<file path="src/c1sc_pkg.sv">
// Shared types, constants and step functions for the Crypto1 candidate checker.
// No dependencies; every other file in src imports this package.
package c1sc_pkg;

    localparam int unsigned STEPS_PER_WORD = 32;
    localparam int unsigned N_WORDS        = 6;
    localparam int unsigned N_CELLS        = STEPS_PER_WORD * N_WORDS;

    localparam logic [23:0] POLY_ODD  = 24'h29CE5C;
    localparam logic [23:0] POLY_EVEN = 24'h870804;

    localparam logic [19:0] NLF_A = 20'hF22C0;
    localparam logic [19:0] NLF_B = 20'h6C9C0;
    localparam logic [19:0] NLF_C = 20'h3C8B0;
    localparam logic [19:0] NLF_D = 20'h1E458;
    localparam logic [19:0] NLF_E = 20'h0D938;
    localparam logic [31:0] NLF_F = 32'hEC57E80A;

    typedef enum logic [2:0] {
        CFG_ATTACK_MODE          = 3'd0,
        CFG_READER_NONCE0_ENC    = 3'd1,
        CFG_UID_XOR_TAG_NONCE0   = 3'd2,
        CFG_UID_XOR_TAG_NONCE1   = 3'd3,
        CFG_READER_NONCE1_ENC    = 3'd4,
        CFG_READER_ANSWER1_ENC   = 3'd5,
        CFG_TAG_NONCE1_SUCC64    = 3'd6,
        CFG_NESTED_KEYSTREAM_ENC = 3'd7
    } t_cfg_idx;

    typedef enum logic {
        MODE_TWO_SESSION = 1'b0,
        MODE_NESTED      = 1'b1
    } t_mode;

    typedef enum logic [1:0] {
        OP_HOLD = 2'b00,
        OP_BACK = 2'b01,
        OP_FWD  = 2'b10
    } t_op;

    // What one cell does to the request passing through it
    typedef struct packed {
        t_op  op;
        logic in_bit;
        logic fb;
        logic keep;
        logic ks_en;
    } t_cell_ctl;

    // Payload carried along the chain
    typedef struct packed {
        logic        nz;
        logic [23:0] o;
        logic [23:0] e;
        logic [23:0] ko;
        logic [23:0] ke;
        logic [31:0] ks;
    } t_stage;

    typedef struct packed {
        logic        match;
        logic [47:0] key;
    } t_result;

    // Nonlinear output filter over state bits 0..19
    function automatic logic nlf(input logic [23:0] v);
        logic [19:0] ta;
        logic [19:0] tb;
        logic [19:0] tc;
        logic [19:0] td;
        logic [19:0] te;
        logic [4:0]  idx;
        ta = NLF_A >> v[3:0];
        tb = NLF_B >> v[7:4];
        tc = NLF_C >> v[11:8];
        td = NLF_D >> v[15:12];
        te = NLF_E >> v[19:16];
        idx = {ta[4], tb[3], tc[2], td[1], te[0]};
        return NLF_F[idx];
    endfunction

    // Shift-in order to word order: step j lands at word bit j^24
    function automatic logic [31:0] ks_order(input logic [31:0] sh);
        logic [31:0] w;
        for (int j = 0; j < 32; j++) begin
            w[5'(j) ^ 5'd24] = sh[5'(31 - j)];
        end
        return w;
    endfunction

    // Interleave halves into the key, first key byte on top
    function automatic logic [47:0] pack_key(input logic [23:0] o, input logic [23:0] e);
        logic [47:0] k;
        for (int i = 0; i < 24; i++) begin
            k[2 * i + 1] = o[5'(i) ^ 5'd3];
            k[2 * i]     = e[5'(i) ^ 5'd3];
        end
        return k;
    endfunction

endpackage

</file>
<file path="src/c1sc_cell.sv">
// One cell of the cipher chain: a single backward or forward register step, or a hold.
// Depends on c1sc_pkg (step functions, t_stage, t_cell_ctl).
module c1sc_cell import c1sc_pkg::*; (
    input  logic      i_clk,
    input  logic      i_rst_n,
    input  logic      i_en,
    input  logic      i_valid,
    input  t_stage    i_data,
    input  t_cell_ctl i_ctl,
    output logic      o_valid,
    output t_stage    o_data
);

    logic   r_valid;
    t_stage r_data;
    t_stage n_data;
    logic   fbit;
    logic   ks_bit;

    always_comb begin
        n_data = i_data;
        fbit   = 1'b0;
        ks_bit = 1'b0;
        unique case (i_ctl.op)
            OP_BACK: begin
                fbit = (nlf(i_data.e) & i_ctl.fb) ^ i_data.o[0]
                     ^ (^(POLY_EVEN & {1'b0, i_data.o[23:1]}))
                     ^ (^(POLY_ODD & i_data.e)) ^ i_ctl.in_bit;
                n_data.o = i_data.e;
                n_data.e = {fbit, i_data.o[23:1]};
            end
            OP_FWD: begin
                ks_bit = nlf(i_data.o);
                fbit = (ks_bit & i_ctl.fb) ^ (^(POLY_EVEN & i_data.e))
                     ^ (^(POLY_ODD & i_data.o)) ^ i_ctl.in_bit;
                n_data.o = {i_data.e[22:0], fbit};
                n_data.e = i_data.o;
            end
            default: begin
                n_data = i_data;
            end
        endcase
        if (i_ctl.keep) begin
            n_data.ko = n_data.o;
            n_data.ke = n_data.e;
        end
        if (i_ctl.ks_en) begin
            n_data.ks = {i_data.ks[30:0], ks_bit};
        end
    end

    always_ff @(posedge i_clk) begin
        if (!i_rst_n) begin
            r_valid <= 1'b0;
        end else if (i_en) begin
            r_valid <= i_valid;
        end
    end

    always_ff @(posedge i_clk) begin
        if (i_en) begin
            r_data <= n_data;
        end
    end

    assign o_valid = r_valid;
    assign o_data  = r_data;

endmodule

</file>
<file path="config.mk">
export PLATFORM = sky130hd
export DESIGN_NAME = c1sc_cell
export DESIGN_NICKNAME = d
export VERILOG_FILES = /design/src/c1sc_pkg.sv /design/src/c1sc_cell.sv
export SDC_FILE = /design/constraint.sdc
export NUM_CORES = 1
export LEC_CHECK = 0
export BUFFER_PORTS_ARGS = -buffer_cell sky130_fd_sc_hd__buf_2
export CAP_MARGIN = 20
export CORE_UTILIZATION = 40
export CTS_BUF_LIST = sky130_fd_sc_hd__clkbuf_8
export CTS_CLUSTER_DIAMETER = 150
export CTS_CLUSTER_SIZE = 25
export DETAILED_ROUTE_END_ITERATION = 10
export GPL_TIMING_DRIVEN = 0
export PLACE_DENSITY = 0.7
export SYNTH_ARGS = -nofsm -noshare
export SYNTH_HDL_FRONTEND = slang
export SYNTH_SLANG_ARGS = --single-unit
</file>
<file path="constraint.sdc">
create_clock -name i_clk -period 3.15 [get_ports i_clk]
set_clock_uncertainty 0.15 [all_clocks]
set_input_delay 0.4725 -clock i_clk [delete_from_list [all_inputs] [get_ports i_clk]]
set_output_delay 0.4725 -clock i_clk [all_outputs]
set_load 0.01 [all_outputs]
</file>
==> reports/results.txt <==
Largest cells by area after synthesis -> edfxtp_1, mux2_2, a22oi_1, o21ai_0, xnor2_1
Die area -> 0.0172 mm^2
Final setup fails -> 0
Relative slew slack -> 49.9%
Max Cap Viol -> 0
First-pass GRT wire length -> 30100 um
Core area -> 0.0161 mm^2
Leak pwr -> 0.00362 uW
CTS root buf -> clkbuf_8
Area share of the largest cell type after synthesis -> 57.9%
CP max stage delay -> 0.48 ns
Fmax -> 0.387 GHz
Status -> finished, final reports clean
Crit. End Element -> flop
Drt total wl -> 19800 um
H-tree depth -> 4
Dpl cells -> 983
CP Data Required Time -> 3.18 ns
Worst setup SP type -> input port
Syn Nets -> 658
Slew of the pin with the lowest slew margin -> 0.752 ns
DR vias -> 5259
Leading area contributor after synthesis -> edfxtp_1
Area Overhead vs Synth -> 31.0%
Overall Global Routing Usage -> 23.5%
Clock-pin slew on the worst setup and hold paths -> 0.07 ns
CTS tree -> yes
Yosys reg bits -> 130
Cell area after synthesis -> 0.00669 mm^2
RSZ-0062 raised after global routing -> no
Site row count -> 46
Syn Inst Count -> 507
Sequence of cells on the critical path -> buf_2 > inv_1 > ha_1 > mux4_2 > a21boi_0 > o31a_1 > and4_2 > a211oi_1 > o31ai_2
Clock Latency Late Sink -> 0.44 ns
Tmin final -> 2.59 ns
Most frequent cells in the layout -> buf_2, edfxtp_1, mux2_2
Final Hold Fails -> 0
IO Pins -> 269
Initial Utilization -> 41.5%
Via density -> 5.19
Initial antenna violation count -> 1
Hold_buf cts -> 0
Die H -> 131 um
Antenna diodes -> 0
Post-CTS setup repair buffer count -> 0
Largest net degree at the start of global routing -> 86
Layout Nets -> 937
Min-Delay Path Class -> input port to flop
Crit-path max FO -> 5
FF-to-FF path depth -> 2
Power per cell area -> 555 mW/mm^2
Final cell count without fillers -> 1014
Port Buffers -> 259
Seq/Total Area, Yosys -> 58.2%
Proportion of layout cells with a drive suffix above 1 -> 47.9%
Slowest CP cell -> mux4_2
Slew Viols, Final -> 0
Cts repair resizes -> 0
Arr. time, crit path -> 2.62 ns
Yosys cell types -> 48
Final period util -> 82.1%
HPWL after detailed placement -> 15200 um
Avg Cell Area, Syn -> 13.2 um^2
Worst setup path class -> input port to flop
Routability congestion estimate -> 0.867
Drt pass-1 iters -> 5
Commonest non-fill, non-tap cell in the layout -> buf_2
Number of global-route vias before repair -> 5210
CTS buffer count -> 17
Peak supply drop -> 0.262 mV
Routed len/inst -> 19.5 um
Drt drc -> 0
Min Hold Slack -> 0.0628 ns
Final Core Density -> 54.3%
CTS Sinks -> 130
CTS Buffer Depth -> 2
WHS Path Cells -> 1
Gr ovfl total -> 0
Ys Warns -> 0
Setup tns final -> 0 ns
Die span in x -> 131 um
Antenna-violating nets left -> 0
DRT iter0 DRCs -> 337
[sequential cells by signal, summed over array words and instances (netlist names)]
signal   flops
o_data     129
o_valid      1
[cell usage after synthesis, drive strengths merged]
| cell type | n |
|---|---|
| and4 | 1 |
| o32ai | 1 |
| a311oi | 1 |
| a221oi | 5 |
| and3 | 2 |
| nor2b | 4 |
| o31a | 1 |
| o211a | 2 |
| nand3 | 3 |
| inv | 20 |
| a21oi | 6 |
| and3b | 1 |
| nand2 | 53 |
| nand2b | 2 |
| buf | 9 |
| a211oi | 1 |
| a2111oi | 1 |
| xnor2 | 25 |
| dfxtp | 1 |
| dlymetal6s2s | 1 |
| xor2 | 5 |
| o21bai | 1 |
| mux2i | 2 |
| nand3b | 1 |
| a21o | 1 |
| or3 | 1 |
| ha | 12 |
| mux2 | 77 |
| nor2 | 7 |
| o21ai | 47 |
| mux4 | 5 |
| a21boi | 1 |
| nor3b | 2 |
| or3b | 2 |
| clkbuf | 26 |
| o31ai | 2 |
| o211ai | 1 |
| o22ai | 1 |
| xnor3 | 1 |
| edfxtp | 129 |
| a22oi | 43 |
[where the power goes]
group | leakage, uW | internal, uW | switching, uW
Sequential | 0.00126 | 2130 | 39.9
Clock | 0.000235 | 1020 | 678
Combinational | 0.00212 | 435 | 567
Total | 0.00362 | 3580 | 1280
[through the flow]
| stage | cell area (um^2) | total power, uW | setup slack, ns |
|---|---|---|---|
| after floorplan | 6690 | 2750 | 0.449 |
| after global placement | 8250 | 3190 | -0.109 |
| after detailed placement | 8290 | 3200 | 0.141 |
| after CTS | 8760 | 4910 | 0.613 |
| after global routing | 8760 | 5070 | 0.438 |
| final | 8760 | 4860 | 0.564 |
[cells by family after synthesis]
kind of cell	count (synthesis)	synth area share, %
flops	130	58.2
compound gates	115	11.3
mux	84	15.0
simple gates	79	5.33
buf+inv	56	3.52
xor+xnor	31	4.38
fa+ha+maj	12	2.25
[worst max-delay path, delay by kind of cell]
kind            cells  cell delay [ns]
compound gates      4             0.87
mux                 1             0.48
fa+ha+maj           1             0.33
buf+inv             2             0.23
simple gates        1             0.23
[path summary, 6_finish.rpt]
check             slack [ns]                  from               endpoint
setup / recovery        0.56            i_data[97]   o_data[55]$_DFFE_PP_
setup reg to reg        2.41  o_valid$_SDFFE_PN0P_   o_valid$_SDFFE_PN0P_
hold / removal          0.06           i_data[128]  o_data[128]$_DFFE_PP_
hold reg to reg         0.38  o_valid$_SDFFE_PN0P_   o_valid$_SDFFE_PN0P_
[final cells by class]
| class | count | area (um^2) |
|---|---|---|
| buffer | 36 | 160 |
| sequential | 130 | 3890 |
| timing repair buffer | 260 | 1330 |
| tap | 216 | 270 |
| multi-input combinational | 321 | 2560 |
| clock inverter | 14 | 235 |
| inverter | 20 | 75.1 |
| fill | 1400 | 7360 |
| clock buffer | 17 | 234 |
[layer usage]
metal  up-vias  track usage (%)  wire (um)
met3        21             8.83       1950
met2       297             39.5       9790
met1      2466             27.8       7730
met4         2             7.36        338
li1       2473                -          -
met5         -                0          9
Power figures use the tool's default switching activity.
