$ cat src/c1sc_pkg.sv
// Shared types, constants and step functions for the Crypto1 candidate checker.
// No dependencies; every other file in src imports this package.
package c1sc_pkg;

    localparam int unsigned STEPS_PER_WORD = 32;
    localparam int unsigned N_WORDS        = 6;
    localparam int unsigned N_CELLS        = STEPS_PER_WORD * N_WORDS;

    localparam logic [23:0] POLY_ODD  = 24'h29CE5C;
    localparam logic [23:0] POLY_EVEN = 24'h870804;

    localparam logic [19:0] NLF_A = 20'hF22C0;
    localparam logic [19:0] NLF_B = 20'h6C9C0;
    localparam logic [19:0] NLF_C = 20'h3C8B0;
    localparam logic [19:0] NLF_D = 20'h1E458;
    localparam logic [19:0] NLF_E = 20'h0D938;
    localparam logic [31:0] NLF_F = 32'hEC57E80A;

    typedef enum logic [2:0] {
        CFG_ATTACK_MODE          = 3'd0,
        CFG_READER_NONCE0_ENC    = 3'd1,
        CFG_UID_XOR_TAG_NONCE0   = 3'd2,
        CFG_UID_XOR_TAG_NONCE1   = 3'd3,
        CFG_READER_NONCE1_ENC    = 3'd4,
        CFG_READER_ANSWER1_ENC   = 3'd5,
        CFG_TAG_NONCE1_SUCC64    = 3'd6,
        CFG_NESTED_KEYSTREAM_ENC = 3'd7
    } t_cfg_idx;

    typedef enum logic {
        MODE_TWO_SESSION = 1'b0,
        MODE_NESTED      = 1'b1
    } t_mode;

    typedef enum logic [1:0] {
        OP_HOLD = 2'b00,
        OP_BACK = 2'b01,
        OP_FWD  = 2'b10
    } t_op;

    // What one cell does to the request passing through it
    typedef struct packed {
        t_op  op;
        logic in_bit;
        logic fb;
        logic keep;
        logic ks_en;
    } t_cell_ctl;

    // Payload carried along the chain
    typedef struct packed {
        logic        nz;
        logic [23:0] o;
        logic [23:0] e;
        logic [23:0] ko;
        logic [23:0] ke;
        logic [31:0] ks;
    } t_stage;

    typedef struct packed {
        logic        match;
        logic [47:0] key;
    } t_result;

    // Nonlinear output filter over state bits 0..19
    function automatic logic nlf(input logic [23:0] v);
        logic [19:0] ta;
        logic [19:0] tb;
        logic [19:0] tc;
        logic [19:0] td;
        logic [19:0] te;
        logic [4:0]  idx;
        ta = NLF_A >> v[3:0];
        tb = NLF_B >> v[7:4];
        tc = NLF_C >> v[11:8];
        td = NLF_D >> v[15:12];
        te = NLF_E >> v[19:16];
        idx = {ta[4], tb[3], tc[2], td[1], te[0]};
        return NLF_F[idx];
    endfunction

    // Shift-in order to word order: step j lands at word bit j^24
    function automatic logic [31:0] ks_order(input logic [31:0] sh);
        logic [31:0] w;
        for (int j = 0; j < 32; j++) begin
            w[5'(j) ^ 5'd24] = sh[5'(31 - j)];
        end
        return w;
    endfunction

    // Interleave halves into the key, first key byte on top
    function automatic logic [47:0] pack_key(input logic [23:0] o, input logic [23:0] e);
        logic [47:0] k;
        for (int i = 0; i < 24; i++) begin
            k[2 * i + 1] = o[5'(i) ^ 5'd3];
            k[2 * i]     = e[5'(i) ^ 5'd3];
        end
        return k;
    endfunction

endpackage

$ cat src/c1sc_out.sv
// Output register with a one-entry skid stage behind it.
// Depends on c1sc_pkg (t_result).
module c1sc_out import c1sc_pkg::*; (
    input  logic    i_clk,
    input  logic    i_rst_n,
    input  logic    i_push,
    input  t_result i_result,
    output logic    o_room,
    output logic    o_valid,
    input  logic    i_ready,
    output t_result o_result
);

    logic    r_out_valid;
    logic    r_skid_valid;
    t_result r_out;
    t_result r_skid;
    logic    load_out;

    // Output register is free when empty or being taken
    assign load_out = !r_out_valid || i_ready;

    always_ff @(posedge i_clk) begin
        if (!i_rst_n) begin
            r_out_valid  <= 1'b0;
            r_skid_valid <= 1'b0;
        end else begin
            if (load_out) begin
                r_out_valid  <= r_skid_valid || i_push;
                r_skid_valid <= 1'b0;
            end else if (i_push) begin
                r_skid_valid <= 1'b1;
            end
        end
    end

    always_ff @(posedge i_clk) begin
        if (load_out) begin
            r_out <= r_skid_valid ? r_skid : i_result;
        end
        if (!load_out && i_push) begin
            r_skid <= i_result;
        end
    end

    assign o_room   = !r_skid_valid;
    assign o_valid  = r_out_valid;
    assign o_result = r_out;

endmodule

$ cat config.mk
export PLATFORM = sky130hd
export DESIGN_NAME = c1sc_out
export DESIGN_NICKNAME = d
export VERILOG_FILES = /design/src/c1sc_pkg.sv /design/src/c1sc_out.sv
export SDC_FILE = /design/constraint.sdc
export NUM_CORES = 1
export LEC_CHECK = 0
export BUFFER_PORTS_ARGS = -buffer_cell sky130_fd_sc_hd__buf_2
export CAP_MARGIN = 5
export CORE_MARGIN = 10
export CORE_UTILIZATION = 40
export CTS_BUF_LIST = sky130_fd_sc_hd__clkbuf_4
export DETAILED_ROUTE_END_ITERATION = 8
export HOLD_SLACK_MARGIN = 0.02
export PLACE_DENSITY_LB_ADDON = 0.15
export SYNTH_ARGS = -nofsm -noshare
export SYNTH_HDL_FRONTEND = slang
export SYNTH_SLANG_ARGS = --single-unit
$ cat constraint.sdc
create_clock -name i_clk -period 11 [get_ports i_clk]
set_input_delay 0.55 -clock i_clk [delete_from_list [all_inputs] [get_ports i_clk]]
set_output_delay 0.55 -clock i_clk [all_outputs]
set_load 0.01 [all_outputs]
==> reports/results.md, run 1 <==
| Result | This run |
|:---|:---|
| Status | complete, no violations |
| Cell types with the largest area share after synthesis | sky130_fd_sc_hd__edfxtp_1, sky130_fd_sc_hd__mux2_4, sky130_fd_sc_hd__buf_12, sky130_fd_sc_hd__dfxtp_1, sky130_fd_sc_hd__nor3b_2 |
| Total CTS buffers | 9 |
| Total number of placement rows | 35 |
| Core box area | 9328 um^2 |
| Maximum Capacitance Violations | 0 |
| Slack of the worst reg-to-reg path | 8850 ps |
| Boundary pin count | 104 |
| CP max FO | 51 |
| RSZ-0062 raised after global routing | false |
| Final global-route overflow total | 0 |
| Clock transition at the registers of the reported paths | 160 ps |
| Skew-Pair Late Insertion Delay | 420 ps |
| Cell area after synthesis | 3870 um^2 |
| Number of enable-type register cells in the synthesized netlist | 98 |
| Synthesized Nets | 215 |
| Via total after detailed routing | 1,807 |
| Number of clock sinks | 100 |
| Primary flip-flop cell chosen by synthesis mapping | sky130_fd_sc_hd__edfxtp_1 |
| Post-Syn Area per Cell | 23.89 um^2 |
| Total die area | 14,010 um^2 |
| Count of unresolved DRC violations after routing | 0 |
| Shortest period the worst path allows | 2176 ps |
| Capturing instance or port of the critical path | o_room |
| Number of different library cells in the post-synthesis netlist | 12 |
| Register bit count reported by yosys | 100 |
| Non-filler instance count after layout | 406 |
| RePlAce Congestion | 0.6573 |
| Sum of negative setup slack | 0 ps |
| Largest net degree at the start of global routing | 53 |
| Area share of the largest cell type after synthesis | 76.04% |
| Iter 0 DRT Violations | 63 |
| Largest area contributor in the netlist | sky130_fd_sc_hd__edfxtp_1 |
| H-Tree Level Count | 3 |
| Number of nets with antenna violations after detailed routing | 0 |
| Max frequency | 0.4595 GHz |
| CP startpoint kind | flop |
| Wire length per cell | 16.70 um |
| Detail Placement HPWL | 4.787 mm |
| Tot Pwr | 0.7176 mW |
| Total routed wirelength | 6.780 mm |
| Sequential cell area fraction in the yosys report | 77.08% |
| Total of buffers placed on input and output ports | 103 |
| Final hold violation count | 0 |
| Post-CTS Resized | 0 |
| CP startpoint | r_skid_valid |
| Cell chain of the critical path | inv_1 > buf_2 |
| Worst stage delay on the critical path | 980 ps |
| Largest voltage drop on the vdd net | 0.00005623 V |
| Leading cell types by count after synthesis | sky130_fd_sc_hd__edfxtp_1, sky130_fd_sc_hd__mux2_4, sky130_fd_sc_hd__buf_12 |
| Post-CTS setup buffers | 0 |
| Signal arrival time at the worst endpoint | 1630 ps |
| Initial antenna violation count | 0 |
| Worst slack at placement | 8357 ps |
| P per Cell Area | 155.0 nW/um^2 |
| Yosys warnings | 0 |
| Initial core utilization | 41.49% |
| Worst reg2reg path depth | 4 |
| TritonCTS clock tree | done |
| Final clock period utilization by the worst path | 19.79% |
| Slew HR | 37.23% |
| Util after Layout | 49.64% |
| CTS hold repair buffers | 0 |
| Async set-or-reset flop fraction in the synthesized netlist | 0% |
| Via count of the first global-routing pass | 2,081 |
| Crit-path slowest cell | sky130_fd_sc_hd__dfxtp_4 |
| Worst slew pin tran | 941.5 ps |
| Root Buffer | sky130_fd_sc_hd__clkbuf_4 |
| DIE WIDTH | 118.4 um |
| Fraction of layout cells with a size suffix above 1 | 63.18% |
| Type of the tightest min-delay check | in2reg |
| Worst Hold Launch | i_result[12] |
| Net total in the final layout | 325 |
| Reg-to-Reg End | r_skid[14] |
| Diode insertion count for antenna repair | 0 |
| Most common cell in the netlist | sky130_fd_sc_hd__edfxtp_1 |
| Post-synthesis to final-layout area growth | 19.66% |
| Post-Route Skew | 25.74 ps |
| Total global-route track usage | 9.981% |
| Vertical die dimension | 118.4 um |
| RR Startpoint | o_valid |
| Setup violators final | 0 |
| Worst-case setup margin in the final layout | 8824 ps |
| Detailed-router iteration count before antenna repair | 4 |
| Synthesized instance count | 162 |
| Reported leakage power | 1.823 nW |
| Avg Vias per Cell | 4.451 |
| Placed Cells incl. Taps | 390 |
| Path type of the worst setup path | reg2out |
| Required time at the worst-slack endpoint | 10,450 ps |
| Critical Path Sink Type | primary output |
| Global-route wire length before repair | 11.18 mm |
| Number of max-slew violations in the final report | 0 |
| Deepest clock path buffer count | 2 |
how the worst min path moves through the flow:
stage / cells past startpoint / slack [ps] / to
after floorplan: 1 / 520 / o_result[46]
after global placement: 1 / 530 / o_result[2]
after detailed placement: 1 / 530 / o_result[14]
after CTS: 1 / 270 / r_skid[12]
after global routing: 1 / 270 / r_skid[40]
final: 1 / 310 / r_skid[12]
sequential cells by signal (all words and copies together), names as in the netlist:
name / count
o_valid: 1
r_skid: 49
o_result: 49
r_skid_valid: 1
layer usage:
layer | GRT usage, % | wire, um
met5 | 0 | 0
met1 | 11.95 | 2885
met3 | 3.522 | 469
met4 | 3.941 | 99
met2 | 16.10 | 3325
layout make-up:
| type | count | area (um^2) |
|---|---|---|
| clock buffers | 12 | 90.09 |
| clock inverters | 4 | 76.32 |
| fillers | 799 | 4697 |
| inverters | 2 | 7.507 |
| multi-input cells | 54 | 778.2 |
| flip-flops and latches | 100 | 2987 |
| well taps | 129 | 161.4 |
| repair buffers | 105 | 530.5 |
per-stage QoR:
stage / hold slack [ps] / cell area, um^2
global placement: 528.4 / 4464
floorplan: 523.1 / 3870
detailed placement: 534.8 / 4464
finish: 308.7 / 4631
global route: 274.8 / 4631
CTS: 269.2 / 4631
cell families (layout without fill, tap and decap cells):
| family | Yosys count | in the layout | share of synthesized area, % |
|---|---|---|---|
| compound gates | 1 | 1 | 0.1941 |
| buf+inv | 8 | 123 | 3.072 |
| mux | 49 | 49 | 18.91 |
| flops | 100 | 100 | 77.08 |
| simple gates | 4 | 4 | 0.7437 |
critical path, delay by kind of cell, from the launching register on:
family	cells	cell delay [ps]
DFF	1	980
buffers and inverters	2	240
power breakdown:
group / switching, mW / internal (mW)
combinational: 0.0272 / 0.0316
sequential: 0.00694 / 0.439
clock: 0.112 / 0.101
total: 0.146 / 0.571
cells in the final DEF (no fill, tap or decap):
cell                         count
sky130_fd_sc_hd__buf_4           2
sky130_fd_sc_hd__dfxtp_1         1
sky130_fd_sc_hd__inv_1           2
sky130_fd_sc_hd__clkinv_4        1
sky130_fd_sc_hd__mux2_2          1
sky130_fd_sc_hd__clkbuf_4       12
sky130_fd_sc_hd__bufinv_16       2
sky130_fd_sc_hd__nand2b_2        1
sky130_fd_sc_hd__buf_2         103
sky130_fd_sc_hd__mux2_4         48
sky130_fd_sc_hd__nor2_2          1
sky130_fd_sc_hd__dfxtp_4         1
sky130_fd_sc_hd__a21boi_0        1
sky130_fd_sc_hd__clkinvlp_4      1
sky130_fd_sc_hd__nor3b_2         1
sky130_fd_sc_hd__nor2_4          1
sky130_fd_sc_hd__edfxtp_1       98
Note: power is estimated with default switching activity, not from simulation.
==> run 2: changes to the inputs <==
clock period = 1.9 ns   (was 11 ns; I/O delays follow)
==> reports/results.md, run 2 (same netlist as run 1, synthesis figures left out) <==
| Result | This run | Change |
|:---|:---|:---|
| Status | complete, no violations |  |
| Final global-route overflow total | 0 | unchanged |
| Final hold violation count | 0 | unchanged |
| Reported leakage power | 2.059 nW | +13% |
| Worst-case setup margin in the final layout | 135.4 ps | -8688 ps |
| Post-CTS setup buffers | 0 | unchanged |
| Path type of the worst setup path | reg2reg |  |
| H-Tree Level Count | 3 | unchanged |
| Post-Route Skew | 21.67 ps | -4.077 ps |
| Wire length per cell | 16.17 um | -3.2% |
| Iter 0 DRT Violations | 55 | -13% |
| Boundary pin count | 104 | unchanged |
| Tot Pwr | 4.096 mW | +470% |
| Worst reg2reg path depth | 4 | unchanged |
| Max frequency | 0.5667 GHz |  |
| Post-synthesis to final-layout area growth | 34.27% |  |
| Reg-to-Reg End | o_valid |  |
| Initial antenna violation count | 0 | unchanged |
| RePlAce Congestion | 0.6740 | +2.5% |
| Largest voltage drop on the vdd net | 0.0003666 V | +550% |
| Number of cells on the critical path | 4 | +2 |
| Crit-path slowest cell | sky130_fd_sc_hd__dlygate4sd3_1 |  |
| RR Startpoint | o_valid |  |
| CP startpoint | o_valid |  |
| Highest-count cells in the layout ignoring fill and taps | sky130_fd_sc_hd__buf_2, sky130_fd_sc_hd__edfxtp_1, sky130_fd_sc_hd__dlygate4sd3_1, sky130_fd_sc_hd__mux2_4, sky130_fd_sc_hd__clkbuf_4 |  |
| P per Cell Area | 788.3 nW/um^2 | +410% |
| Largest net degree at the start of global routing | 50 | -5.7% |
| Setup violators final | 0 | unchanged |
| Capturing instance or port of the critical path | o_valid |  |
| Diode insertion count for antenna repair | 0 | unchanged |
| Total CTS buffers | 9 | unchanged |
| Cell chain of the critical path | nand2b_4 > buf_4 > a21boi_0 > dlygate4sd3_1 |  |
| Post-CTS Resized | 0 | unchanged |
| CTS hold repair buffers | 52 | +52 |
| Buffer and inverter count on the worst path | 2 | unchanged |
| Fraction of layout cells with a size suffix above 1 | 53.45% | -9.7 points |
| Total routed wirelength | 7.471 mm | +10% |
| Worst stage delay on the critical path | 600 ps | -380 ps |
| Detailed-router iteration count before antenna repair | 4 | unchanged |
| Count of unresolved DRC violations after routing | 0 | unchanged |
| Avg Vias per Cell | 4.310 | -3.2% |
| Worst slack at placement | 611.0 ps | -7746 ps |
| Critical Path Sink Type | flop |  |
| Number of nets with antenna violations after detailed routing | 0 | unchanged |
| Total of buffers placed on input and output ports | 103 | unchanged |
| Net total in the final layout | 381 | +17% |
| Type of the tightest min-delay check | in2reg |  |
| TritonCTS clock tree | done |  |
| Signal arrival time at the worst endpoint | 2090 ps | +460 ps |
| Number of max-slew violations in the final report | 0 | unchanged |
| CP max FO | 26 | -49% |
| Root Buffer | sky130_fd_sc_hd__clkbuf_4 |  |
| Final clock period utilization by the worst path | 92.87% |  |
| Vertical die dimension | 118.4 um | unchanged |
| Detail Placement HPWL | 4.943 mm | +3.2% |
| Shortest period the worst path allows | 1765 ps |  |
| Initial core utilization | 41.49% | unchanged |
| Cell type group with the largest total delay on the critical path | buffers and inverters |  |
| Required time at the worst-slack endpoint | 2220 ps | -8230 ps |
| Skew-Pair Late Insertion Delay | 420 ps | about the same |
| Slack of the worst reg-to-reg path | 140 ps | -8710 ps |
| Most common library cell in the layout ignoring fill and taps | sky130_fd_sc_hd__buf_2 |  |
| Maximum Capacitance Violations | 0 | unchanged |
| Core box area | 9328 um^2 | unchanged |
| Hold Crit Depth | 2 | +1 |
| Worst slew pin tran | 342.2 ps | -599.3 ps |
| Via count of the first global-routing pass | 2,268 | +9.0% |
| Number of clock sinks | 100 | unchanged |
| Total die area | 14,010 um^2 | unchanged |
| Slew HR | 77.19% | +40 points |
| Via total after detailed routing | 1,991 | +10% |
| CP startpoint kind | flop |  |
| Global-route wire length before repair | 11.94 mm | +6.8% |
| RSZ-0062 raised after global routing | false |  |
| DIE WIDTH | 118.4 um | unchanged |
| Total global-route track usage | 10.67% | +0.69 points |
| Clock transition at the registers of the reported paths | 150 ps | about the same |
| Total number of placement rows | 35 | unchanged |
| Deepest clock path buffer count | 2 | unchanged |
## run 2: how the worst min path moves through the flow
stage,start,to
floorplan,i_result[0],r_skid[0]
global placement,i_result[4],r_skid[4]
detailed placement,i_result[4],r_skid[4]
CTS,i_ready,o_result[42]
global route,i_ready,o_result[42]
finish,i_ready,o_result[42]
## run 2: final cells by class
| cell class | count | area (um^2) |
|---|---|---|
| clock buffers | 9 | 67.56 |
| clock inverters | 7 | 67.56 |
| fillers | 745 | 4131 |
| inverters | 2 | 7.507 |
| multi-input cells | 54 | 783.3 |
| flip-flops and latches | 100 | 2990 |
| well taps | 129 | 161.4 |
| repair buffers | 161 | 1119 |
## run 2: metal layers
layer  global-route usage (%)  vias up  wire, um
met5                        0        -         0
met4                    4.405        0        89
met3                    3.713        8       514
met2                    17.00       67      3579
met1                    12.89      944      3287
li1                         -      972         -
## run 2: where the power goes
part | switching (mW) | total [mW] | internal, mW | leakage (nW)
Combinational | 0.185 | 0.445 | 0.260 | 1.02
Clock | 0.682 | 1.08 | 0.396 | 0.0710
Sequential | 0.0320 | 2.57 | 2.54 | 0.971
## run 2: worst reg2reg max path, cell delays in order (launching register included)
cell,delay [ps]
sky130_fd_sc_hd__dfxtp_4,380
sky130_fd_sc_hd__nand2b_4,160
sky130_fd_sc_hd__buf_4,360
sky130_fd_sc_hd__a21boi_0,160
sky130_fd_sc_hd__dlygate4sd3_1,600
## run 2: per-stage QoR
step                      hold WS (ps)  util, %  cells  area [um^2]  TNS (ps)
after floorplan                  193.9        -    162         3889     -1563
after global placement           290.1    48.68    394         4541         0
after detailed placement         292.1    48.68    394         4541         0
after CTS                        69.79    55.71    462         5196         0
after global routing             79.19    55.71    462         5196         0
final                            102.9    55.71    462         5196         0
==> run 3: changes to the inputs <==
clock period = 1.6 ns   (was 1.9 ns; I/O delays follow)
==> reports/results.md, run 3 (same netlist as run 1, synthesis figures left out) <==
| Result | This run | Change |
|:---|:---|:---|
| Status | complete, no violations |  |
| Number of max-slew violations in the final report | 0 | unchanged |
| Diode insertion count for antenna repair | 0 | unchanged |
| Setup violators final | 0 | unchanged |
| Final clock period utilization by the worst path | 90.56% | -2.3 points |
| Slew HR | 79.88% | +2.7 points |
| Skew-Pair Late Insertion Delay | 420 ps | about the same |
| Net total in the final layout | 384 | +0.79% |
| Count of unresolved DRC violations after routing | 0 | unchanged |
| Largest voltage drop on the vdd net | 0.0006340 V | +73% |
| Detailed-router iteration count before antenna repair | 4 | unchanged |
| Reported leakage power | 2.091 nW | +1.5% |
| Root Buffer | sky130_fd_sc_hd__clkbuf_4 |  |
| Global-route wire length before repair | 12.30 mm | +3.0% |
| CP max FO | 26 | unchanged |
| Detail Placement HPWL | 5.002 mm | +1.2% |
| CP startpoint | o_valid |  |
| Final global-route overflow total | 0 | unchanged |
| Total number of placement rows | 35 | unchanged |
| Tot Pwr | 4.894 mW | +19% |
| Worst hold slack | 227.4 ps | +124.4 ps |
| Final hold violation count | 0 | unchanged |
| Avg Vias per Cell | 4.363 | +1.3% |
| Total global-route track usage | 10.90% | +0.23 points |
| Initial core utilization | 41.49% | unchanged |
| Iter 0 DRT Violations | 63 | +15% |
| Boundary pin count | 104 | unchanged |
| Most common library cell in the layout ignoring fill and taps | sky130_fd_sc_hd__buf_2 |  |
| TritonCTS clock tree | done |  |
| Number of clock sinks | 100 | unchanged |
| Total routed wirelength | 7.834 mm | +4.9% |
| Via count of the first global-routing pass | 2,266 | -0.088% |
| H-Tree Level Count | 3 | unchanged |
| RePlAce Congestion | 0.6983 | +3.6% |
| Shortest period the worst path allows | 1449 ps | -315.6 ps |
| Total die area | 14,010 um^2 | unchanged |
| Type of the tightest min-delay check | in2reg |  |
| Total of buffers placed on input and output ports | 103 | unchanged |
| Max frequency | 0.6901 GHz | +22% |
| Worst slew pin tran | 301.8 ps | -40.42 ps |
| Worst Hold Launch | i_ready |  |
| Highest-count cells in the layout ignoring fill and taps | sky130_fd_sc_hd__buf_2, sky130_fd_sc_hd__edfxtp_1, sky130_fd_sc_hd__dlygate4sd3_1, sky130_fd_sc_hd__mux2_4, sky130_fd_sc_hd__clkbuf_4 |  |
| Fraction of layout cells with a size suffix above 1 | 54.46% | +1.0 points |
| RSZ-0062 raised after global routing | false |  |
| Initial antenna violation count | 0 | unchanged |
| Non-filler instance count after layout | 465 | +0.65% |
| Wire length per cell | 16.85 um | +4.2% |
| Via total after detailed routing | 2,029 | +1.9% |
| Core box area | 9328 um^2 | unchanged |
| Number of nets with antenna violations after detailed routing | 0 | unchanged |
| Required time at the worst-slack endpoint | 1930 ps | -290 ps |
| CP startpoint kind | flop |  |
| Maximum Capacitance Violations | 0 | unchanged |
| RR Startpoint | o_valid |  |
| P per Cell Area | 928.1 nW/um^2 | +18% |
| Largest net degree at the start of global routing | 52 | +4.0% |
| Path type of the worst setup path | reg2reg |  |
| Vertical die dimension | 118.4 um | unchanged |
| Total CTS buffers | 9 | unchanged |
| Post-synthesis to final-layout area growth | 36.28% |  |
| Placed Cells incl. Taps | 394 | unchanged |
| Post-Route Skew | 15.98 ps | -5.681 ps |
| Signal arrival time at the worst endpoint | 1780 ps | -310 ps |
| Clock transition at the registers of the reported paths | 160 ps | about the same |
| DIE WIDTH | 118.4 um | unchanged |
| Critical Path Sink Type | flop |  |
| Deepest clock path buffer count | 2 | unchanged |
run 3: cell types whose count changed in the layout (fill, tap and decap cells not counted), sizes merged:
cell / delta
clkinv: -4
buf: +2
clkbuf: +2
clkinvlp: +3
run 3: final cells by class:
type / count / area [um^2]
flip-flops and latches: 100 / 2990
repair buffers: 164 / 1191
well taps: 129 / 161.4
multi-input cells: 54 / 783.3
fillers: 751 / 4054
clock inverters: 6 / 65.06
inverters: 2 / 7.507
clock buffers: 10 / 75.07
run 3: layer usage:
layer  share of wire (%)  vias to the layer above  wire (um)  GRT usage, %
met5                   0                        -          0             0
met4                0.91                        0         71         3.478
met3                 5.8                        6        454         4.093
met2                  50                       64       3918         18.29
met1                  43                      988       3389         12.60
li1                    -                      971          -             -
run 3: worst max-delay path: stages (launching register included):
cell	delay (ps)
sky130_fd_sc_hd__dfxtp_4	380
sky130_fd_sc_hd__nand2b_4	120
sky130_fd_sc_hd__buf_16	200
sky130_fd_sc_hd__a21boi_0	100
sky130_fd_sc_hd__dlygate4sd3_1	550
run 3: worst paths after layout:
| kind | cells past startpoint | slack, ps | end |
|---|---|---|---|
| max reg2reg | 4 | 150 | o_valid |
| min reg2reg | 1 | 550 | o_result[15] |
| max | 4 | 150 | o_valid |
| min | 4 | 230 | r_skid_valid |
run 3: per-stage QoR:
step	worst slack (ps)	setup TNS [ps]	util, %	cell area, um^2
detailed placement	326.1	0	48.95	4566
floorplan	-331.9	-16260	-	3889
CTS	43.42	0	56.03	5226
global route	87.86	0	56.54	5274
global placement	346.6	0	48.95	4566
finish	151.0	0	56.54	5274
run 3: timing repair:
item | CTS | global route
hold buffers | 52 | 0
endpoints found under the setup margin | 0 | 1
gates resized for setup | 0 | 1
setup buffers | 0 | 2
endpoints found under the hold margin | 100 | 0
run 3: power breakdown:
| group | total, mW | leakage, nW | switching, mW | internal (mW) |
|---|---|---|---|---|
| logic | 0.549 | 1.05 | 0.228 | 0.321 |
| clock network | 1.29 | 0.0646 | 0.801 | 0.491 |
| registers | 3.05 | 0.971 | 0.0356 | 3.02 |
| total | 4.89 | 2.09 | 1.06 | 3.83 |
